==> src/hw/rtl/swstat_ram.sv <==
// Generic single write, single read RAM with registered read data.
module swstat_ram #(
  parameter int WIDTH = 8,
  parameter int DEPTH = 16
) (
  input  logic                     clk,
  input  logic                     we,
  input  logic [$clog2(DEPTH)-1:0] waddr,
  input  logic [WIDTH-1:0]         wdata,
  input  logic [$clog2(DEPTH)-1:0] raddr,
  output logic [WIDTH-1:0]         rdata
);
  logic [WIDTH-1:0] mem [DEPTH];

  always_ff @(posedge clk) begin
    if (we) begin
      mem[waddr] <= wdata;
    end
    rdata <= mem[raddr];
  end
endmodule

==> config.mk <==
export PLATFORM = sky130hd
export DESIGN_NAME = swstat_ram
export DESIGN_NICKNAME = d
export VERILOG_FILES = /design/src/hw/rtl/swstat_ram.sv
export SDC_FILE = /design/constraint.sdc
export NUM_CORES = 1
export LEC_CHECK = 0
export ABC_AREA = 1
export BUFFER_PORTS_ARGS = -buffer_cell sky130_fd_sc_hd__buf_2
export CORE_AREA = 2 2 102 104
export DETAILED_ROUTE_END_ITERATION = 12
export DIE_AREA = 0 0 104 106
export HOLD_SLACK_MARGIN = 0.15
export PLACE_DENSITY = 0.86
export SYNTH_ARGS = -nofsm -noshare
export SYNTH_HDL_FRONTEND = slang
export SYNTH_SLANG_ARGS = --single-unit
==> constraint.sdc <==
create_clock -name clk -period 1.1 [get_ports clk]
set_input_delay 0.055 -clock clk [delete_from_list [all_inputs] [get_ports clk]]
set_output_delay 0.055 -clock clk [all_outputs]
set_load 0.01 [all_outputs]
After elaboration in Yosys (flattened, before gate mapping)
Memory sizes are Yosys's and may differ from the RTL's. A register that Yosys moved wholly into a read port is not among the register bits.
Cells that the tools add are included.
{ "word_totals": {"ram_bits": 128, "memories": 1, "output_inout_bits": 8, "mem_bits_ro": 0, "latchBits": 0, "elab_cells": 3, "register_bits": 0} }
{ "memory_table": {"columns": ["name", "words", "width", "rd", "rd_ports_with_merged_regs", "write_ports", "line_no", "rtl"], "rows": [
  ["mem", 16, 8, 1, 1, 1, "13", "logic [WIDTH-1:0] mem [DEPTH];"]
]} }
{ "classes": {"n_mul": 0, "addsub": 0, "bitwise": 0, "reduce_logical": 0, "magnitude_cmp": 0, "shifts": 0, "div": 0, "mux": 2, "n_eq_ne": 0} }
{ "op_table": {"columns": ["cell", "count"], "rows": [
  ["$mux W1", 2]
]} }

Logic depth before layout (Yosys ltp)
{ "logic_depth": {"word_depth": 2, "depth_mapped": 8, "depth_no_buf": 7} }

Worst setup path after synthesis
OpenSTA, ideal clock, no wires.
{ "synth_path": {"path_type": "in2reg", "start": "input port waddr[3]", "end": "memory mem[4][0] (enable)", "required_ps": 730, "n_path_buf": 0, "slack_ps": 94, "stages": 2, "arrival_ps": 636, "cell_sequence": "nand3b_1 > nor2_1"} }
{ "synth_lines": {"columns": ["element", "line_no", "rtl"], "rows": [
  ["start: declaration", "8", "input logic [$clog2(DEPTH)-1:0] waddr,"],
  ["end: declaration", "13", null]
]} }
No word-level cell before the write port.

Worst setup path after layout
{ "layout_path": {"start": "input port we", "end": "memory mem[5][6] (enable)"} }
{ "layout_between": {"elab_chain_len": 2} }
{ "layout_rtl": {"columns": ["element", "line_no", "rtl"], "rows": [
  ["start: declaration", "7", "input logic we,"],
  ["$mux W1", "16", "if (we) begin"],
  ["$mux W1 (not written as such)", "17", "mem[waddr] <= wdata;"]
]} }
Every way passes these cells.

==> flow_summary.yaml <==
min_path:
  hold_path.class: "primary input to register"
logic_synthesis:
  yosysUniqueCellTypes: 12
  yosys_register_bits: 136
  synth_fa_ha_area_frac: 0
  syn_area_sq_um: 5770
  synthSimpleGateAreaFrac: 0.210
  muxShareOfSynthArea: 0
  synth_cells: 551
  synth_area_per_cell_sq_um: 10.5
  synth_compound_area_frac: 0
  ys.warnings.count: 0
  synth_xor_area_frac: 0
  netlist.area_leader.share: 0.667
  yosys.area.top_type: "edfxtp_1"
  yosys-top-cells-area: "edfxtp_1 (67%), nand2_1 (11%), nand3_1 (8.4%), inv_1 (6.5%), dfxtp_1 (2.8%)"
  synth_top_family_by_area: "simple AND/OR/NAND/NOR gates"
  synth_fp_nets: 569
  ys_seq_area_frac: 0.694
clock_network:
  cts_buffers: 17
  clockRootBuffer: "clkbuf_8"
  clkSinkCount: 136
  cts_setup_buffers: 0
  htree_levels: 4
  cts_tree: "done"
  cts_max_path_buffers: 2
  path_clk_slew_ns: 0.06
  clk_latency_ns: 0.52
critical_path:
  cp-endpoint: "mem[5][6]$_DFFE_PP_"
  end_kind: "register"
  reg2reg_from: "mem[3][7]$_DFFE_PP_"
  crit_type: "primary input to register"
  crit_required_ns: 1.33
  cp-startpoint: "we"
  r2r_cells: 6
  worstPathMaxFanout: 8
  crit_arrival_ns: 1.31
  startpoint_type: "primary input"
  reg2reg_slack_ns: 0.04
  reg2reg_to: "rdata[7]$_DFF_P_"
layout:
  regArea_sq_um: 4000
  multi_input_area_sq_um: 1220
  antenna_cells: 0
  nFillCells: 672
  syn2layout_area_growth_pct: 19.4
  nets: 627
  layout-drive-gt1-share: 0.125
  final_cell_mix: "nand2_1 (173), edfxtp_1 (128), inv_1 (100), nand3_1 (97), buf_2 (24)"
  layout_commonest_cell: "nand2_1"
grt:
  grt_antenna_before_repair: 0
  track_usage: 0.248
  grt_pass1_vias: 3885
  grt_max_degree: 42
  grt_pass1_wl_um: 20300
  overflow: 0
place:
  gp_congestion: 0.936
  portBuffers: 25
  dpl.hpwl_um: 7790
sta:
  post-route-period-util: 0.978
  rsz0062_at_grt: "no"
  period_minus_slack_ns: 1.08
  worstMarginPinSlew_ns: 0.377
  setup_viol: 0
  worst_hold_slack_ns: 0.189
  slew_headroom: 0.749
  slew_violations: 0
  finalHoldViolations: 0
  fin_skew_ns: 0.00791
  setup_tns_ns: 0
  fmax_mhz: 930
power:
  vdd_ir_drop_max_mv: 1.34
  power.total_w: 0.0123
  p_per_area_nw_per_um2: 1780
  leakagePower_nw: 3.01
detailed_routing:
  avgRoutedWirePerCell_um: 17.2
  ant_nets: 0
  finalWirelength_um: 13100
  num_vias: 4108
  first_pass_iters: 7
  drc: 0
  drt_iter0_markers: 604
  viasPerCell: 5.42
floorplanning:
  num_rows: 37
  core_sq_um: 10000
  start_util: 0.577
  die_area_sq_um: 11000
  io_pins: 26
  dieWidth_um: 104
  die_h_um: 106
status:
  status: "complete, no violations"
job:
  cap_viol_max_count: 0
==> worst min path at each step <==
stage | startpoint | cells past startpoint | end
2_1_floorplan | wdata[0] | 0 | mem[0][0]$_DFFE_PP_
5_1_grt | waddr[3] | 5 | mem[1][7]$_DFFE_PP_
3_3_place_gp | rdata[1]$_DFF_P_ | 1 | rdata[1]
3_5_place_dp | rdata[4]$_DFF_P_ | 1 | rdata[4]
6_report | waddr[3] | 4 | mem[10][5]$_DFFE_PP_
4_1_cts | waddr[3] | 5 | mem[3][7]$_DFFE_PP_
==> layer usage <==
metal,vias to the layer above,wire (um),global-route usage
li1,1889,-,-
met1,1931,5270,0.330
met2,250,6230,0.383
met3,38,1120,0.0668
met4,0,432,0.120
met5,-,0,0
==> report_power, final <==
part	switching [W]	internal (W)	leakage [nW]
clock	0.00198	0.00365	0.276
combinational	0.000527	0.000274	1.51
sequential	0.0000360	0.00580	1.22
==> worst max-delay path, stage by stage <==
cell and delay [ns]:
dlygate4sd3_1 0.54, buf_6 0.11, nand3b_1 0.22, nor2_2 0.22
buf_6 0.16
==> cells in the mapped netlist <==
| cell type | count |
|---|---|
| buf_4 | 4 |
| nor2_1 | 17 |
| nand3_1 | 97 |
| nand2_1 | 173 |
| buf_1 | 1 |
| inv_1 | 100 |
| buf_2 | 13 |
| nand3b_1 | 2 |
| dfxtp_1 | 8 |
| edfxtp_1 | 128 |
| inv_2 | 2 |
| buf_6 | 6 |
==> kinds of logic (layout without fill, tap and decap cells) <==
logic type,Yosys count,after routing
buf+inv,126,197
flops,136,136
simple gates,289,289
==> sequential cells by signal, indices dropped and copies added (netlist names) <==
signal,cells
mem,128
rdata,8
==> metrics by stage <==
| step | util | setup WS (ns) | area [sq um] | cells |
|---|---|---|---|---|
| 3_3_place_gp | 0.617 | 0.0270 | 6170 | 714 |
| 2_1_floorplan | - | 0.0942 | 5770 | 551 |
| 3_5_place_dp | 0.617 | -0.0192 | 6170 | 714 |
| 6_report | 0.688 | 0.0244 | 6880 | 758 |
| 5_1_grt | 0.688 | 0.00497 | 6880 | 758 |
| 4_1_cts | 0.687 | 0.0245 | 6870 | 758 |
==> area by class of cell <==
type / count / share of cell area
inverter: 102 / 0.0556
clock inverter: 10 / 0.0220
timing repair buffer: 63 / 0.0763
tap: 136 / 0.0247
sequential: 136 / 0.582
clock buffer: 22 / 0.0629
multi-input combinational: 289 / 0.177
==> timing repair <==
action	4_1_cts	5_1_grt
endpoints found under the hold margin	151	0
gates resized for setup	0	3
setup endpoints to repair	0	8
hold buffers	12	0
Note: power is estimated with default switching activity, not from simulation.
