File: config.mk
export PLATFORM = sky130hd
export DESIGN_NAME = swstat_sqrt
export DESIGN_NICKNAME = d
export VERILOG_FILES = /design/src/hw/rtl/swstat_pkg.sv /design/src/hw/rtl/swstat_sqrt.sv
export SDC_FILE = /design/constraint.sdc
export NUM_CORES = 1
export LEC_CHECK = 0
export BUFFER_PORTS_ARGS = -buffer_cell sky130_fd_sc_hd__buf_2
export CORE_MARGIN = 2
export CORE_UTILIZATION = 58
export CTS_BUF_LIST = sky130_fd_sc_hd__clkbuf_2 sky130_fd_sc_hd__clkbuf_4 sky130_fd_sc_hd__clkbuf_8
export DETAILED_ROUTE_END_ITERATION = 16
export HOLD_SLACK_MARGIN = 0.06
export MAX_ROUTING_LAYER = met4
export PLACE_DENSITY_LB_ADDON = 0.1
export SYNTH_ARGS = -nofsm -noshare
export SYNTH_HDL_FRONTEND = slang
export SYNTH_SLANG_ARGS = --single-unit
File: constraint.sdc
create_clock -name clk -period 3.05 [get_ports clk]
set_clock_uncertainty 0.05 [all_clocks]
set_input_delay 0.1525 -clock clk [delete_from_list [all_inputs] [get_ports clk]]
set_output_delay 0.1525 -clock clk [all_outputs]
set_load 0.02 [all_outputs]
File: src/hw/rtl/swstat_pkg.sv
// Shared constants and types for the sliding window statistics unit.
package swstat_pkg;

  localparam int MAX_WINDOW  = 256;
  localparam int SAMPLE_BITS = 16;

  localparam int PTR_W  = $clog2(MAX_WINDOW);
  localparam int CNT_W  = $clog2(MAX_WINDOW + 1);
  localparam int SUM_W  = SAMPLE_BITS + PTR_W + 1;
  localparam int SQ_W   = 2 * SAMPLE_BITS + PTR_W;
  localparam int DIV_W  = SQ_W - 1;
  localparam int VAR_W  = 2 * SAMPLE_BITS - 1;
  localparam int DEV_W  = SAMPLE_BITS;
  localparam int RING_W = SAMPLE_BITS + 1;

  typedef enum logic {
    OP_PUSH  = 1'b0,
    OP_CLEAR = 1'b1
  } op_t;

endpackage

File: src/hw/rtl/swstat_sqrt.sv
// Digit-by-digit integer square root, one result bit per cycle.
module swstat_sqrt import swstat_pkg::*; (
  input  logic             clk,
  input  logic             rst_n,
  input  logic             start,
  input  logic [VAR_W-1:0] radicand,
  output logic             done,
  output logic [DEV_W-1:0] root
);
  localparam int CW = $clog2(DEV_W + 1);

  logic [2*DEV_W-1:0] rad_r;
  logic [DEV_W+1:0]   rem_r;
  logic [DEV_W-1:0]   root_r;
  logic [CW-1:0]      cnt_r;
  logic               run_r;
  logic               done_r;
  logic [DEV_W+3:0]   rem_sh;
  logic [DEV_W+3:0]   trial;
  logic [DEV_W+3:0]   diff;
  logic               ge;

  assign rem_sh = {rem_r, rad_r[2*DEV_W-1 -: 2]};
  assign trial  = {2'b00, root_r, 2'b01};
  assign diff   = rem_sh - trial;
  assign ge     = (rem_sh >= trial);

  always_ff @(posedge clk) begin
    if (!rst_n) begin
      run_r  <= 1'b0;
      done_r <= 1'b0;
      cnt_r  <= '0;
    end else begin
      done_r <= 1'b0;
      if (start) begin
        run_r  <= 1'b1;
        cnt_r  <= '0;
        rad_r  <= (2*DEV_W)'(radicand);
        rem_r  <= '0;
        root_r <= '0;
      end else if (run_r) begin
        rem_r  <= ge ? diff[DEV_W+1:0] : rem_sh[DEV_W+1:0];
        root_r <= {root_r[DEV_W-2:0], ge};
        rad_r  <= {rad_r[2*DEV_W-3:0], 2'b00};
        cnt_r  <= cnt_r + 1'b1;
        if (cnt_r == CW'(DEV_W - 1)) begin
          run_r  <= 1'b0;
          done_r <= 1'b1;
        end
      end
    end
  end

  assign done = done_r;
  assign root = root_r;
endmodule

# Word-level counts from Yosys, hierarchy flattened

Index checks and enable logic that the tools add are counted.

Register bits: 73
Input bits: 34
Output and inout port bits: 17
Logic and storage cells: 26

Add/sub/neg operators: 2
$lt $le $gt $ge: 1
Equality and inequality tests: 1
Muxes and demuxes: 9
Bitwise operators: 2
Reductions and logical operators: 4

Operator list:

| operator            | count |
|---|---|
| $mux 18             | 2 |
| $mux 32             | 1 |
| $mux 31             | 1 |
| $ge 20x18->1        | 1 |
| $sub 18x18->18      | 1 |
| $mux 16             | 1 |
| $add 5x1->5 const B | 1 |
| $eq 5x4->1 const B  | 1 |
| $mux 1              | 4 |
| $reduce_or 3->1     | 1 |
| $not 1->1           | 2 |
| $reduce_and 2->1    | 1 |
| $reduce_bool 2->1   | 1 |
| $reduce_or 2->1     | 1 |

# Longest topological paths before layout

Depth in word-level cells: 4
Gate-level depth with buffers: 11
Mapped depth without buffers: 8

# Worst setup path after synthesis

OpenSTA, ideal clock, no wires.

Path type: reg-to-reg
From: register root_r[13], in the netlist root[13]
To: register rem_r[4], data pin
Library setup time: 0.270 ns
Arrival: 2.310 ns
Data required time: 2.730 ns
Setup slack: 0.420 ns
Stages on the path, launching flop included: 12
Buffers on the path: 3
Period minus slack after synthesis: 2.630 ns
Path through: edfxtp_1 inv_1 ha_1 clkbuf_1 a21o_1 a31oi_4 o21ai_2 or4_1 buf_2 buf_6 o211ai_2 a21oi_1

Word-level cells in the longest chain between the ends: 3

Ends and longest elaborated chain:

| element                  | RTL line          | source |
|---|---|---|
| start: declaration       | swstat_sqrt.sv:14 | `logic [DEV_W-1:0] root_r;` |
| start signal: assignment | swstat_sqrt.sv:43 | `root_r <= {root_r[DEV_W-2:0], ge};` |
| $ge 20x18->1             | swstat_sqrt.sv:26 | `assign ge = (rem_sh >= trial);` |
| $mux 18                  | swstat_sqrt.sv:42 | `rem_r <= ge ? diff[DEV_W+1:0] : rem_sh[DEV_W+1:0];` |
| $mux 18                  | swstat_sqrt.sv:41 | `end else if (run_r) begin` |
| end signal: assignment   | swstat_sqrt.sv:42 |  |
| end: declaration         | swstat_sqrt.sv:13 | `logic [DEV_W+1:0] rem_r;` |

No other way between the ends. The select of a mux whose other input is x is not followed.
A chain may end at the register's enable or synchronous reset.

# Worst setup path in the final report

From: register rem_r[11]
To: register rem_r[11], data pin

Word-level cells in the longest chain between the ends: 3

Ends and longest elaborated chain:

| element      | RTL line |
|---|---|
| $ge 20x18->1 | swstat_sqrt.sv:26 |
| $mux 18      | swstat_sqrt.sv:42 |
| $mux 18      | swstat_sqrt.sv:41 |

No other way between the ends. The select of a mux whose other input is x is not followed.

==> run_results.csv <==
group,metric,value,unit
status,status,"complete, no violations",
yosys,synthDominantAreaCellType,"edfxtp_1",
setup_path,worstRegToRegCells,8,
global_route,number_of_antenna_violations_at_the_first_check_in_global_routing,0,
floorplan,floorplan.die_area,7770,um2
placement,io_buffer_count,50,
clocking,cts_inserted_buffers,9,
clocking,post_cts.resized_instances,0,
global_route,grt_max_degree,39,
clocking,tritoncts,"yes",
flow_run,maxCapViolations,0,
power_and_ir_drop,comb_power_share,25.3,%
yosys,synth-edff-count,66,
sta,final_setup_violation_count,0,
yosys,synth_top_cells_by_area,"edfxtp_1, mux2_2, ha_1, dfxtp_1, nor2_1",
sta,post_route_setup_tns,0,ps
sta,unrepaired_setup_endpoints_after_global_routing,"no",
floorplan,fp.dieH,88.2,um
routing,count_of_routing_violations_after_the_opening_detailed_route_iteration,221,
clocking,htreeDepth,3,
global_route,track_usage,25.1,%
power_and_ir_drop,ir_worst_vdd,494,uV
setup_path,timing.critical_path.fanout_max,9,
setup_path,timing.critical_path.required,3070,ps
power_and_ir_drop,power.internal,1.76,mW
placement,gpl.final_weighted_congestion,0.950,
power_and_ir_drop,total_leakage_power,1.93,nW
setup_path,critPathCaptureType,"flip-flop",
routing,route.detailed.wl_per_inst,16.1,um
power_and_ir_drop,power.sequential.fraction,48.3,%
layout,layout.cells.most_common_list,"edfxtp_1, buf_2, nor2_1, dlygate4sd3_1, mux2_2",
layout,drive_gt1_share,26.7,%
setup_path,crit_arrival,2760,ps
sta,worst_pin_slew,663,ps
global_route,grt_pass1_wl,14400,um
placement,place.detailed.hpwl,5920,um
routing,detail_route.drc_violations,0,
layout,areaGrowthSynthToFinish,20.3,%
sta,fin_crit_sh,89.6,%
power_and_ir_drop,total_power,2.53,mW
yosys,mappedNetlistNets,412,
layout,mostFrequentLayoutCell,"edfxtp_1",
yosys,postSynthRegisterBits,73,
layout,utilization_after_layout,72.3,%
floorplan,floorplan.core_area,6830,um2
clocking,cts_setup_buffers,0,
global_route,first_global_vias,3015,
clocking,cts_sinks,73,
yosys,yosysSeqAreaShare,51.6,%
global_route,grt_overflow_total,0,
yosys,post_synth_design_cell_area,4110,um2
sta,holdWs,67.9,ps
floorplan,initial_cell_density_of_the_core,60.1,%
power_and_ir_drop,clkPwrFrac,26.4,%
yosys,syn-mean-instance-area,11.5,um2
yosys,synth_async_sr_flop_share,0,%
floorplan,ioPinCount,51,
yosys,synth_flop_cell,"edfxtp_1",
sta,timing.fmax,0.366,GHz
yosys,postSynthCellCount,358,
layout,postLayoutCellArea,4940,um2
routing,drt_pass1_iterations,4,
power_and_ir_drop,p_switching,0.770,mW
hold_path,worst_hold_path_depth,2,
layout,antennaDiodeCount,0,
layout,nets,495,
sta,drv_slew,0,
routing,wl,8710,um
sta,min_period,2730,ps
routing,route.antenna.remaining_nets,0,
clocking,clkLatencyLatePin,350,ps
yosys,synth_largest_type_area_fraction,48.2,%
setup_path,setup.worst_path.start_class,"flip-flop",
power_and_ir_drop,switching_fraction,30.4,%
yosys,synth-warning-count,0,
routing,route.vias.total,3033,
placement,placedInstanceArea,4470,um2
sta,worst_slew_margin,55.8,%
hold_path,hold_class,"input port to flip-flop",
clocking,ctsRootBufferMaster,"clkbuf_8",
sta,finalHoldViolations,0,
clocking,clk_path_buf_depth,2,
floorplan,fp-row-count,30,
power_and_ir_drop,power.density_cell_area,512,nW/um2
floorplan,fp.dieW,88.2,um
routing,vias_per_cell,5.60,
yosys,synth_cell_type_count,53,
clocking,clock_pin_transition_on_the_worst_setup_and_hold_timing_paths,80,ps
setup_path,cp_class,"flip-flop to flip-flop",
-- cells in the mapped netlist, types with 2 or more instances --
cell type / n
edfxtp_1: 66
nor2_1: 32
mux2_2: 29
inv_1: 22
a21oi_1: 21
ha_1: 20
nand3_1: 17
nand2_1: 15
o21ai_1: 9
a211oi_1: 8
buf_2: 7
dfxtp_1: 7
xnor2_1: 7
nand4_1: 6
nor3_1: 6
o21ai_0: 6
a21o_1: 5
buf_1: 5
clkbuf_1: 5
o21a_1: 5
or3_1: 5
xor2_1: 5
a21boi_0: 4
and2_1: 3
o211ai_2: 3
o31ai_1: 3
a2111o_1: 2
a21oi_2: 2
and3_1: 2
mux2i_1: 2
nor2b_1: 2
nor4_1: 2
o211a_1: 2
o211ai_1: 2
or2_2: 2
or4_1: 2
-- worst max-delay path: stages (launching register included) --
cell and delay (ps):
edfxtp_1 440, ha_1 410, a21o_1 260, a31oi_4 240
o21ai_2 110, or4_1 440, buf_4 200, nor2_1 200
o31ai_1 110
-- stage by stage --
step / setup WS (ps) / instances
finish: 318 / 542
global route: 179 / 542
CTS: 333 / 542
detailed placement: 361 / 496
global placement: 429 / 496
floorplan: 420 / 358
-- flip-flops by register name, indices dropped and copies added, names as in the netlist --
name / count
run_r: 1
rad_r: 32
cnt_r: 5
done: 1
root: 16
rem_r: 18
-- final cells by class --
cell class / count / area, um2
Sequential cell: 73 / 2120
Fill cell: 513 / 1890
Multi-Input combinational cell: 245 / 1820
Timing Repair Buffer: 90 / 626
Clock buffer: 9 / 124
Tap cell: 96 / 120
Inverter: 22 / 82.6
Clock inverter: 7 / 46.3
-- cells by family (layout without fill, tap and decap cells) --
logic type,count (synthesis),in the layout,share of synthesized area (%)
AND/OR/NAND/NOR,98,98,11.9
XOR/XNOR,12,12,2.56
multiplexers,31,31,8.43
AO/OA/AOI/OAI,84,84,15.3
flip-flops,73,73,51.6
adder cells (fa/ha/maj),20,20,6.09
buffers and inverters,40,128,4.05
-- power groups by stage --
stage | combinational (mW) | clock [mW] | sequential [mW]
6_report | 0.640 | 0.668 | 1.22
5_1_grt | 0.706 | 0.713 | 1.23
4_1_cts | 0.633 | 0.684 | 1.22
3_5_place_dp | 0.599 | 0 | 1.24
3_3_place_gp | 0.591 | 0 | 1.24
2_1_floorplan | 0.448 | 0 | 1.25
-- layer usage --
metal / track usage, % / part of all wire, % / vias to the layer above
met5: - / 0 / -
met4: 10.1 / 1.2 / 0
met3: 3.20 / 4.4 / 9
met2: 38.9 / 48 / 72
met1: 33.8 / 46 / 1440
li1: - / - / 1512
-- path summary, 6_finish.rpt --
kind / slack, ps / end / startpoint
max: 320 / rem_r[11]$_SDFFCE_PP0P_ / rem_r[11]$_SDFFCE_PP0P_
min: 70 / rad_r[15]$_DFFE_PP_ / radicand[15]
max reg2reg: 320 / rem_r[11]$_SDFFCE_PP0P_ / rem_r[11]$_SDFFCE_PP0P_
min reg2reg: 460 / cnt_r[4]$_SDFFE_PP0P_ / cnt_r[4]$_SDFFE_PP0P_
-- timing repair --
action | in CTS | in global routing
hold buffers | 30 | 0
setup endpoints to repair | 0 | 0
hold endpoints to repair | 30 | 0
(Power assumes the default switching activity.)
