File: config.mk
export PLATFORM = sky130hd
export DESIGN_NAME = swstat_div
export DESIGN_NICKNAME = d
export VERILOG_FILES = /design/src/hw/rtl/swstat_pkg.sv /design/src/hw/rtl/swstat_div.sv
export SDC_FILE = /design/constraint.sdc
export NUM_CORES = 1
export LEC_CHECK = 0
export BUFFER_PORTS_ARGS = -buffer_cell sky130_fd_sc_hd__buf_2
export CAP_MARGIN = 20
export CORE_UTILIZATION = 41
export DETAILED_ROUTE_END_ITERATION = 16
export PLACE_DENSITY = 0.7
export REMOVE_ABC_BUFFERS = 1
export SLEW_MARGIN = 10
export SYNTH_ARGS = -nofsm -noshare
export SYNTH_HDL_FRONTEND = slang
export SYNTH_SLANG_ARGS = --single-unit
File: constraint.sdc
create_clock -name clk -period 3.7 [get_ports clk]
set_clock_uncertainty 0.2 [all_clocks]
set_input_delay 0.74 -clock clk [delete_from_list [all_inputs] [get_ports clk]]
set_output_delay 0.74 -clock clk [all_outputs]
set_load 0.1 [all_outputs]
File: src/hw/rtl/swstat_pkg.sv
// Shared constants and types for the sliding window statistics unit.
package swstat_pkg;

  localparam int MAX_WINDOW  = 256;
  localparam int SAMPLE_BITS = 16;

  localparam int PTR_W  = $clog2(MAX_WINDOW);
  localparam int CNT_W  = $clog2(MAX_WINDOW + 1);
  localparam int SUM_W  = SAMPLE_BITS + PTR_W + 1;
  localparam int SQ_W   = 2 * SAMPLE_BITS + PTR_W;
  localparam int DIV_W  = SQ_W - 1;
  localparam int VAR_W  = 2 * SAMPLE_BITS - 1;
  localparam int DEV_W  = SAMPLE_BITS;
  localparam int RING_W = SAMPLE_BITS + 1;

  typedef enum logic {
    OP_PUSH  = 1'b0,
    OP_CLEAR = 1'b1
  } op_t;

endpackage

File: src/hw/rtl/swstat_div.sv
// Restoring unsigned divider, one quotient bit per cycle.
module swstat_div import swstat_pkg::*; (
  input  logic             clk,
  input  logic             rst_n,
  input  logic             start,
  input  logic [DIV_W-1:0] dividend,
  input  logic [CNT_W-1:0] divisor,
  output logic             done,
  output logic [DIV_W-1:0] quotient
);
  localparam int CW = $clog2(DIV_W + 1);

  logic [DIV_W-1:0] work_r;
  logic [CNT_W-1:0] rem_r;
  logic [CNT_W-1:0] dvs_r;
  logic [CW-1:0]    cnt_r;
  logic             run_r;
  logic             done_r;
  logic [CNT_W:0]   trial;
  logic [CNT_W:0]   diff;
  logic             ge;

  assign trial = {rem_r, work_r[DIV_W-1]};
  assign diff  = trial - {1'b0, dvs_r};
  assign ge    = (trial >= {1'b0, dvs_r});

  always_ff @(posedge clk) begin
    if (!rst_n) begin
      run_r  <= 1'b0;
      done_r <= 1'b0;
      cnt_r  <= '0;
    end else begin
      done_r <= 1'b0;
      if (start) begin
        run_r  <= 1'b1;
        cnt_r  <= '0;
        work_r <= dividend;
        rem_r  <= '0;
        dvs_r  <= divisor;
      end else if (run_r) begin
        rem_r  <= ge ? diff[CNT_W-1:0] : trial[CNT_W-1:0];
        work_r <= {work_r[DIV_W-2:0], ge};
        cnt_r  <= cnt_r + 1'b1;
        if (cnt_r == CW'(DIV_W - 1)) begin
          run_r  <= 1'b0;
          done_r <= 1'b1;
        end
      end
    end
  end

  assign done     = done_r;
  assign quotient = work_r;
endmodule

---- Yosys cells after proc, flatten, opt, wreduce, memory -nomap -nowiden ----
Cells that the tools add are included.
storage, ports and cells
  flip-flop bits (word level) ............. 65
  output and inout bits ................... 40
  logic and storage cells ................. 25
cells by class
  $add $sub $neg .......................... 2
  order comparisons ....................... 1
  eq/ne operators ......................... 1
  muxes and demuxes ....................... 8
  bitwise logic cells ..................... 2
  reductions and logical operators ........ 5
operator list
  kind                 number
  $mux 39              2
  $mux 9               2
  $ge 10x9->1          1
  $sub 9x9->9          1
  $add 6x1->6 const B  1
  $eq 6x6->1 const B   1
  $mux 1               4
  $reduce_and 2->1     2
  $reduce_or 3->1      1
  $not 1->1            2
  $reduce_bool 2->1    1
  $reduce_or 2->1      1

---- Longest topological paths before layout ----
Gate-level depths: netlist of run 1.
  depth after elaboration ................. 4
  depth in mapped cells ................... 10
  gate-level depth less buffers ........... 9

---- Worst setup path after synthesis of run 1 ----
OpenSTA, ideal clock, no wires.
  path type ............................... flip-flop to flip-flop
  from .................................... register work_r[38], in the netlist quotient[38]
  to ...................................... register work_r[0], in the netlist quotient[0] (data pin)
  arrival ................................. 2615 ps
  data required time ...................... 3240 ps
  path slack .............................. 625 ps
  cell stages (with the launch flop) ...... 10
  path buffers ............................ 1
  path through ............................ edfxtp_1 inv_1 ha_1 inv_1 fa_1 a21o_1 a221oi_4 a21oi_2 buf_6 mux2_2
between the ends
  cells in the longest elaborated chain, start to end .. 3
RTL lines
  item                      line              text
  start: declaration        swstat_div.sv:13  logic [DIV_W-1:0] work_r;
  start signal: assignment  swstat_div.sv:37  work_r <= dividend;
  start signal: assignment  swstat_div.sv:42  work_r <= {work_r[DIV_W-2:0], ge};
  $ge 10x9->1               swstat_div.sv:25  assign ge = (trial >= {1'b0, dvs_r});
  $mux 39                   swstat_div.sv:40  end else if (run_r) begin
  $mux 39                   swstat_div.sv:34  if (start) begin
No other way between the ends. The select of a mux whose other input is x is not followed.
A chain may end at the register's enable or synchronous reset.

---- Worst setup path after layout of run 1 ----
Same ends and word-level chain as after synthesis.

==> summary.md, run 1 <==
| Metric | Value |
|---|---|
| Status | finished, final reports clean |
| Sequential share of the synthesized area | 59.2% |
| Unrepaired setup endpoints after global routing | no |
| Most frequent cell after synthesis | edfxtp_1 |
| Starting Density | 42.9% |
| Crit path DAT | 2640 ps |
| Global-route usage over all layers | 16.0% |
| Die Width | 89.8 um |
| Setup Fix Bufs, Post-CTS | 0 |
| Via density | 4.97 |
| Post-synthesis compound-gate area fraction | 9.03% |
| Post-synth top cells | edfxtp_1 (57), mux2_2 (39), inv_1 (14), nor2_1 (14), ha_1 (11) |
| Share of layout cells above drive strength 1 | 49.2% |
| CTS resizes | 0 |
| Ant. Diodes | 0 |
| Antenna Nets Post-Route | 0 |
| WL final | 6010 um |
| Hold Vio Cnt, Final | 0 |
| Post-Synthesis Cell Area | 3160 um^2 |
| CP endpoint kind | register |
| Hold_buf cts | 0 |
| Worst Setup Start Kind | register |
| WP data required | 3590 ps |
| Gate Count Post-Synth | 225 |
| Clk root buf | clkbuf_8 |
| Via count | 2107 |
| # setup viols final | 0 |
| Wire length per cell | 14.2 um |
| Num ports | 91 |
| Synth Register Bits | 65 |
| H-tree depth | 3 |
| Placed wire-length estimate | 4290 um |
| Number of synthesized flops with an enable pin | 57 |
| Cts bufs inserted | 9 |
| Main combinational cell family by area after synthesis | multiplexers |
| Row Count | 31 |
| Max-Cap Viols | 0 |
| Yosys warning total | 0 |
| Largest net degree at the start of global routing | 36 |
| CTS tree | built |
| FMAX | 364 MHz |
| Post-synth top area share | 54.2% |
| Maximum fanout along the worst path | 12 |
| Minimum clock period | 2750 ps |
| Die Y-Extent | 89.8 um |
| Slew HR | 50.9% |
| Fillers | 668 |
| Port bufs | 90 |
| Clock sinks | 65 |
| Peak supply drop | 0.239 mV |
| DRC viols | 0 |
| RD Place Congestion | 0.826 |
| Total core area | 7370 um^2 |
| Layout Nets | 383 |
| Worst skew pair latency | 350 ps |
| Yosys top cell by area | edfxtp_1 |
| Layout area overhead | 23.5% |
| Placed Cells | 408 |
| Detailed Route Iter0 Violations | 86 |
| Non-Filler Instances | 424 |
| Max-slew violation count | 0 |
| XOR/XNOR Fraction of Synth Area | 1.94% |
| Distinct cells, synth | 43 |
| Synth async-reset ratio | 0% |
| Ys flop type | edfxtp_1 |
| PD cells | 510 nW/um^2 |
| Lkg Pwr | 1.58 nW |
| Hold Path Class | reg -> reg |
| Global-route wire length before repair | 9960 um |
| Mux contribution to synthesized area | 14.9% |
| Reg clk slew, reported paths | 70 ps |
| Total power | 1.99 mW |
| Initial antenna violation count | 0 |
| Critical path class | reg -> reg |
| Final Cycle Share | 74.2% |
| Grt ovf | 0 |
| Longest Clk Path Bufs | 2 |
| Worst Max-Slew Pin Slew | 736 ps |
| Largest cells by area after synthesis | edfxtp_1 (54%), mux2_2 (14%), dfxtp_1 (5.1%) |
| Die area | 8060 um^2 |
| Syn_area_per_cell | 14.0 um^2 |
| Setup TNS | 0 ps |
| Adder-Cell Fraction of Synth Area | 4.99% |
| Pre-antenna DRT Iters | 4 |
| Vias in the first global route | 2129 |
| Simple-gate area share of the yosys netlist | 6.73% |
[worst max-delay path, stage by stage, from the launching register on]
cell,delay [ps]
edfxtp_1,380
inv_1,90
ha_1,180
inv_1,60
fa_1,390
a21o_1,210
a221oi_4,380
a21oi_2,270
mux2_2,330
[layout make-up]
type | count | area [um^2] | area share [%]
Sequential cell | 65 | 1870 | 48.0
Multi-Input combinational cell | 137 | 1190 | 30.4
Timing Repair Buffer | 93 | 473 | 12.1
Clock buffer | 10 | 128 | 3.27
Tap cell | 99 | 124 | 3.17
Clock inverter | 6 | 66.3 | 1.70
Inverter | 14 | 52.6 | 1.35
[path summary, 6_finish.rpt]
check	depth (start not counted)	start	slack (ps)	to
worst min-delay path	2	cnt_r[5]$_SDFFE_PP0P_	290	cnt_r[5]$_SDFFE_PP0P_
worst max register to register	8	quotient[38]$_DFFE_PP_	950	quotient[0]$_DFFE_PP_
worst max-delay path	8	quotient[38]$_DFFE_PP_	950	quotient[0]$_DFFE_PP_
worst min register to register	2	cnt_r[5]$_SDFFE_PP0P_	290	cnt_r[5]$_SDFFE_PP0P_
[logic make-up after synthesis]
logic type               after synthesis
AO/OA/AOI/OAI                         35
XOR/XNOR                               7
adder cells (fa/ha/maj)               12
buffers and inverters                 23
flip-flops                            65
multiplexers                          42
AND/OR/NAND/NOR                       41
[cells in the final DEF (no fill, tap or decap), drive strengths merged, types with 2 or more instances in the layout]
cell type | netlist | routed
a2111oi | 2 | 2
ha | 11 | 11
nor2 | 16 | 16
a21o | 2 | 2
o21a | 3 | 3
edfxtp | 57 | 57
clkinv | 0 | 3
dfxtp | 8 | 8
nand2 | 5 | 5
clkbuf | 3 | 10
mux2i | 3 | 3
nor3 | 2 | 2
mux2 | 39 | 39
a21oi | 11 | 11
inv | 14 | 16
o21ai | 6 | 6
xnor2 | 3 | 3
nand4 | 3 | 3
xor2 | 4 | 4
nand2b | 4 | 4
nand3 | 3 | 3
a211oi | 3 | 3
buf | 6 | 93
or3 | 3 | 3
[metrics by stage]
stage	setup slack [ps]	util (%)	cell area [um^2]	hold slack, ps
detailed placement	984	50.3	3710	282
CTS	939	53.0	3900	294
floorplan	639	-	3110	258
global placement	1040	50.3	3710	271
global route	772	53.0	3900	328
finish	953	53.0	3900	290
[layer usage]
layer	vias up	wire length, um	global-route usage, %
met5	-	0	0
met4	0	129	8.20
met3	13	373	5.75
met2	62	2830	25.1
met1	1001	2680	19.3
li1	1031	-	-
[registers in the layout, indices dropped and copies added (netlist names)]
register / cells
quotient: 39
dvs_r: 9
cnt_r: 6
run_r: 1
done: 1
rem_r: 9
[where the power goes]
group / leakage (nW) / switching [mW] / internal [mW] / total (mW)
clock: 0.101 / 0.282 / 0.315 / 0.597
combinational: 0.867 / 0.354 / 0.152 / 0.506
sequential: 0.609 / 0.0249 / 0.862 / 0.887
total: 1.58 / 0.661 / 1.33 / 1.99
(Power assumes the default switching activity.)
==> run 2: changes to the inputs <==
Settings changed: PLACE_DENSITY 0.7 to 0.73.
Clock period 3.7 ns to 2.5 ns, I/O delays scaled along.
==> summary.md, run 2 (synthesized netlist as in run 1, its figures left out) <==
| Metric | Value |
|---|---|
| Cell family with most CP delay | compound AO/OA/AOI/OAI gates |
| Hold path start | divisor[2] |
| Failing checks | negative setup slack |
| Hold Vio Cnt, Final | 0 |
| Via density | 5.01 |
| Biggest cell delay along the critical path | 400 ps |
| Minimum clock period | 2530 ps |
| Crit path from | quotient[38]$_DFFE_PP_ |
| GR Util met1 | 18.3% |
| Non-Filler Instances | 443 |
| CTS tree | built |
| Setup WS pre-CTS | -93.7 ps |
| Most common cell after layout, fill and taps aside | buf_2 |
| Critical path class | reg -> reg |
| Sw Share | 34.5% |
| Pre-antenna DRT Iters | 4 |
| Final Cycle Share | 101% |
| Ant. Diodes | 0 |
| Antenna Nets Post-Route | 0 |
| Placed wire-length estimate | 4540 um |
| PD cells | 718 nW/um^2 |
| Fillers | 659 |
| Crit path DAT | 2430 ps |
| Max-Cap Viols | 0 |
| Largest net degree at the start of global routing | 37 |
| Slew HR | 61.8% |
| Detailed Route Iter0 Violations | 140 |
| GR peak layer | met2 |
| Status | finished, violations left |
| Global-route wire length before repair | 10200 um |
| Buf+Inv Stages, Crit Path | 3 |
| Worst Setup Start Kind | register |
| CP most frequent cell | inv_2 |
| Num ports | 91 |
| Worst r2r src | quotient[38]$_DFFE_PP_ |
| Reg clk slew, reported paths | 80 ps |
| Clock sinks | 65 |
| Max FFs per register | 39 |
| DRC viols | 0 |
| Clock power frac | 26.1% |
| Share of layout cells above drive strength 1 | 53.8% |
| # setup viols final | 3 |
| Die area | 8060 um^2 |
| Final worst slack | -33.7 ps |
| Via count | 2218 |
| CP Cell Sequence | inv_2 -> ha_4 -> inv_2 -> fa_2 -> a21o_1 -> a221oi_4 -> buf_6 -> a21oi_4 -> mux2_2 |
| Max-slew violation count | 0 |
| Initial antenna violation count | 0 |
| WP data required | 2390 ps |
| Share of power burned in registers | 44.7% |
| Hold Path Class | in -> reg |
| Global-route usage over all layers | 16.4% |
| CP max stage cell | edfxtp_1 |
| Pint | 1.93 mW |
| Peak supply drop | 0.438 mV |
| Routing usage on met2 | 27.6% |
| Psw | 1.02 mW |
| CP endpoint kind | register |
| Placed Cells | 420 |
| Longest Clk Path Bufs | 2 |
| Port bufs | 90 |
| Hold_buf cts | 0 |
| Lkg Pwr | 1.65 nW |
| Worst skew pair latency | 340 ps |
| Wire length per cell | 14.5 um |
| Grt ovf | 0 |
| Vias in the first global route | 2263 |
| Total core area | 7370 um^2 |
| Worst Max-Slew Pin Slew | 574 ps |
| Cts bufs inserted | 9 |
| Starting Density | 42.9% |
| Layout area overhead | 29.7% |
| Die Y-Extent | 89.8 um |
| Total power | 2.94 mW |
| Routing usage on met3 | 5.92% |
| Unrepaired setup endpoints after global routing | yes |
| Utilization after layout | 55.6% |
| Clk root buf | clkbuf_8 |
| Maximum fanout along the worst path | 6 |
| WL final | 6430 um |
| Layout Nets | 402 |
| RD Place Congestion | 0.868 |
| Row Count | 31 |
| FMAX | 395 MHz |
| Combinational Power Share | 29.3% |
| H-tree depth | 3 |
| Most frequent cells in the layout | buf_2 (90), edfxtp_1 (57), mux2_2 (39) |
| Die Width | 89.8 um |
## run 2: cell count changes in the layout (fill, tap and decap cells not counted), moves of 2 or more
cell        change
inv_2           +2
inv_1           -2
buf_6           +3
inv_6           -2
clkinvlp_4      +4
buf_4          +14
## run 2: area by class of cell
type                    instances  area (um^2)  area share [%]
flip-flops and latches         65         1870            45.7
multi-input cells             138         1250            30.4
repair buffers                111          632            15.4
clock buffers                   9          124            3.02
well taps                      99          124            3.02
inverters                      14         52.6            1.28
clock inverters                 7         47.5            1.16
## run 2: repair_timing
action / in CTS / in global routing
cloned: 0 / 1
setup buffers: 3 / 3
pin swaps: 7 / 7
resized for setup: 7 / 6
setup endpoints to repair: 9 / 10
## run 2: final timing paths
check                                        endpoint  slack [ps]  depth (start not counted)
worst min-delay path               dvs_r[2]$_DFFE_PP_         130                          1
worst min register to register  cnt_r[5]$_SDFFE_PP0P_         300                          2
worst max register to register  quotient[0]$_DFFE_PP_         -30                          9
worst max-delay path            quotient[0]$_DFFE_PP_         -30                          9
## run 2: through the flow
stage / area, um^2 / setup TNS, ps / hold slack [ps]
final: 4100 / -60.3 / 131
after global routing: 4100 / -816 / 105
after CTS: 4030 / -43.9 / 112
after detailed placement: 3810 / -371 / 290
after global placement: 3810 / -39.0 / 272
after floorplan: 3110 / -4550 / 258
## run 2: power groups by stage
stage	clock, mW	combinational [mW]	sequential [mW]
after global routing	0.842	0.911	1.32
final	0.767	0.862	1.31
after global placement	0	0.780	1.33
after CTS	0.795	0.816	1.31
after detailed placement	0	0.795	1.34
after floorplan	0	0.303	1.63
## run 2: layer usage
| layer | part of all wire (%) | wire, um |
|---|---|---|
| met3 | 5.0 | 321 |
| met1 | 42 | 2680 |
| met2 | 51 | 3270 |
| met4 | 2.4 | 153 |
| met5 | 0 | 0 |
==> run 3: changes to the inputs <==
--- a/config.mk
+++ b/config.mk
@@ -7,2 +7,3 @@
 export LEC_CHECK = 0
+export ABC_AREA = 1
 export BUFFER_PORTS_ARGS = -buffer_cell sky130_fd_sc_hd__buf_2
@@ -13,2 +14,3 @@
 export REMOVE_ABC_BUFFERS = 1
+export SETUP_SLACK_MARGIN = 0.15
 export SLEW_MARGIN = 10
--- a/constraint.sdc
+++ b/constraint.sdc
@@ -4,2 +4,2 @@
 set_output_delay 0.5 -clock clk [all_outputs]
-set_load 0.1 [all_outputs]
+set_load 0.01 [all_outputs]
==> summary.md, run 3 <==
| Metric | Value |
|---|---|
| Hold Path Class | in -> reg |
| Share of power burned in registers | 50.8% |
| Unrepaired setup endpoints after global routing | no |
| Hold Vio Cnt, Final | 0 |
| Cts bufs inserted | 9 |
| Final worst slack | 269 ps |
| RD Place Congestion | 0.838 |
| CTS tree | built |
| Die Width | 90.4 um |
| Post-synth top cells | nand2_1 (169), edfxtp_1 (57), inv_1 (43) |
| Die area | 8180 um^2 |
| Max-slew violation count | 0 |
| Clk root buf | clkbuf_8 |
| Status | finished, final reports clean |
| CP Cell Sequence | inv_1 -> ha_1 -> inv_1 -> fa_2 -> nand2_1 -> nand2_2 -> nand3_2 -> nand2_2 -> nand2_4 -> nand2_4 -> nand2_2 -> nand2_1 -> nand2_1 -> inv_1 |
| Starting Density | 43.3% |
| Grt ovf | 0 |
| Layout area overhead | 25.0% |
| Yosys warning total | 0 |
| H-tree depth | 3 |
| Combinational Power Share | 17.9% |
| Worst Setup Start Kind | register |
| FMAX | 448 MHz |
| WP data required | 2390 ps |
| Most frequent cells in the layout | nand2_1 (165), buf_2 (90), edfxtp_1 (57) |
| Sequential share of the synthesized area | 58.4% |
| Synth async-reset ratio | 0% |
| CP max stage cell | edfxtp_1 |
| # setup viols final | 0 |
| WL final | 6810 um |
| Clock sinks | 65 |
| Pint | 1.89 mW |
| Row Count | 31 |
| Global-route usage over all layers | 17.4% |
| Max-Cap Viols | 0 |
| Biggest cell delay along the critical path | 410 ps |
| Detailed Route Iter0 Violations | 128 |
| Peak supply drop | 0.314 mV |
| Worst skew pair latency | 330 ps |
| Largest cells by area after synthesis | edfxtp_1 (53%), nand2_1 (20%), inv_1 (5.0%) |
| Worst Hold Margin | 139 ps |
| Most frequent cell after synthesis | nand2_1 |
| Total core area | 7410 um^2 |
| Via density | 4.60 |
| Num ports | 91 |
| DRC viols | 0 |
| Wire length per cell | 12.0 um |
| Setup WS pre-CTS | 88.3 ps |
| Longest Clk Path Bufs | 2 |
| Non-Filler Instances | 568 |
| Worst Max-Slew Pin Slew | 459 ps |
| Crit path DAT | 2120 ps |
| Placed wire-length estimate | 4870 um |
| Via count | 2614 |
| Die Y-Extent | 90.4 um |
| Critical path class | reg -> reg |
| Clock power frac | 31.3% |
| Sw Share | 26.7% |
| Max FFs per register | 39 |
| Initial antenna violation count | 0 |
| Post-synth top area share | 53.4% |
| Antenna Nets Post-Route | 0 |
| Number of synthesized flops with an enable pin | 57 |
| Minimum clock period | 2230 ps |
| Synth Register Bits | 65 |
| Share of layout cells above drive strength 1 | 25.4% |
| Largest net degree at the start of global routing | 44 |
| Layout Nets | 528 |
| Gate Count Post-Synth | 366 |
| Yosys top cell by area | edfxtp_1 |
| Distinct cells, synth | 23 |
| Cell family with most CP delay | simple AND/OR/NAND/NOR gates |
| Lkg Pwr | 2.00 nW |
| Placed Cells | 550 |
| Most common cell after layout, fill and taps aside | nand2_1 |
| Total power | 2.58 mW |
| Reg clk slew, reported paths | 70 ps |
| Syn_area_per_cell | 8.76 um^2 |
| Psw | 0.690 mW |
| Ant. Diodes | 0 |
| Ys flop type | edfxtp_1 |
| Maximum fanout along the worst path | 7 |
| Setup TNS | 0 ps |
| Pre-antenna DRT Iters | 5 |
| Slew HR | 69.4% |
| Final Cycle Share | 89.3% |
| Global-route wire length before repair | 11100 um |
| Post-Synthesis Cell Area | 3210 um^2 |
| Buf+Inv Stages, Crit Path | 3 |
| Port bufs | 90 |
| Vias in the first global route | 2507 |
| CP endpoint kind | register |
| PD cells | 645 nW/um^2 |
## run 3: cell types whose count changed after synthesis, sizes merged, moves of 6 or more
cell,change
clkbuf,+6
inv,+29
mux2,-39
nand2,+166
nand3,+7
nor2,+13
## run 3: area by class of cell
type	count	area (um^2)
clock inverters	6	50.0
repair buffers	97	503
clock buffers	9	124
well taps	99	124
inverters	44	165
multi-input cells	248	1170
flip-flops and latches	65	1870
fillers	681	3400
## run 3: routing by layer
metal | vias up | wire, um | GRT usage, % | share of wire [%]
met1 | 1175 | 2900 | 20.5 | 43
met3 | 12 | 394 | 5.22 | 5.8
met4 | 0 | 145 | 8.60 | 2.1
met5 | - | 0 | 0 | 0
met2 | 73 | 3370 | 28.8 | 49
li1 | 1354 | - | - | -
## run 3: worst register-to-register path, cell delays in order, from the launching register on
cell      delay (ps)
edfxtp_1         410
inv_1             80
ha_1             130
inv_1             70
fa_2             370
nand2_1           90
nand2_2           80
nand3_2           80
nand2_2           70
nand2_4           80
nand2_4           90
nand2_2           90
nand2_1           50
nand2_1           60
inv_1             40
## run 3: cell families (layout without fill, tap and decap cells)
group,after synthesis,in the layout,synth area share (%)
buffers and inverters,54,156,6.56
and+or+nand+nor,217,218,26.5
adders and majority gates,12,12,4.92
DFF,65,65,58.4
AOI/OAI and AO/OA,15,15,2.81
xor gates and xnor gates,3,3,0.820
## run 3: path summary, 6_finish.rpt
check	startpoint	to	slack, ps	cells after the start
worst min register to register	cnt_r[5]$_SDFFE_PP0P_	done$_SDFF_PP0_	300	2
worst min-delay path	divisor[6]	dvs_r[6]$_DFFE_PP_	140	1
worst max register to register	quotient[38]$_DFFE_PP_	rem_r[7]$_SDFFCE_PP0P_	270	14
worst max-delay path	quotient[38]$_DFFE_PP_	rem_r[7]$_SDFFCE_PP0P_	270	14
## run 3: through the flow
step	util (%)	cell area [um^2]
finish	54.1	4010
global route	54.1	4010
CTS	53.6	3970
detailed placement	51.1	3780
global placement	51.1	3780
floorplan	-	3160
## run 3: power groups by stage
| stage | clock network (mW) | logic (mW) | registers [mW] |
|---|---|---|---|
| after global routing | 0.871 | 0.530 | 1.32 |
| after detailed placement | 0 | 0.444 | 1.33 |
| final | 0.810 | 0.462 | 1.31 |
| after floorplan | 0 | 0.259 | 1.35 |
| after global placement | 0 | 0.428 | 1.33 |
| after CTS | 0.836 | 0.450 | 1.31 |
## run 3: timing repair
item | 4_1_cts | 5_1_grt
buffers inserted | 0 | 2
resized for setup | 2 | 6
endpoints found under the setup margin | 6 | 10
pin swaps | 0 | 1
hold buffers | 0 | 0
gates cloned | 1 | 0
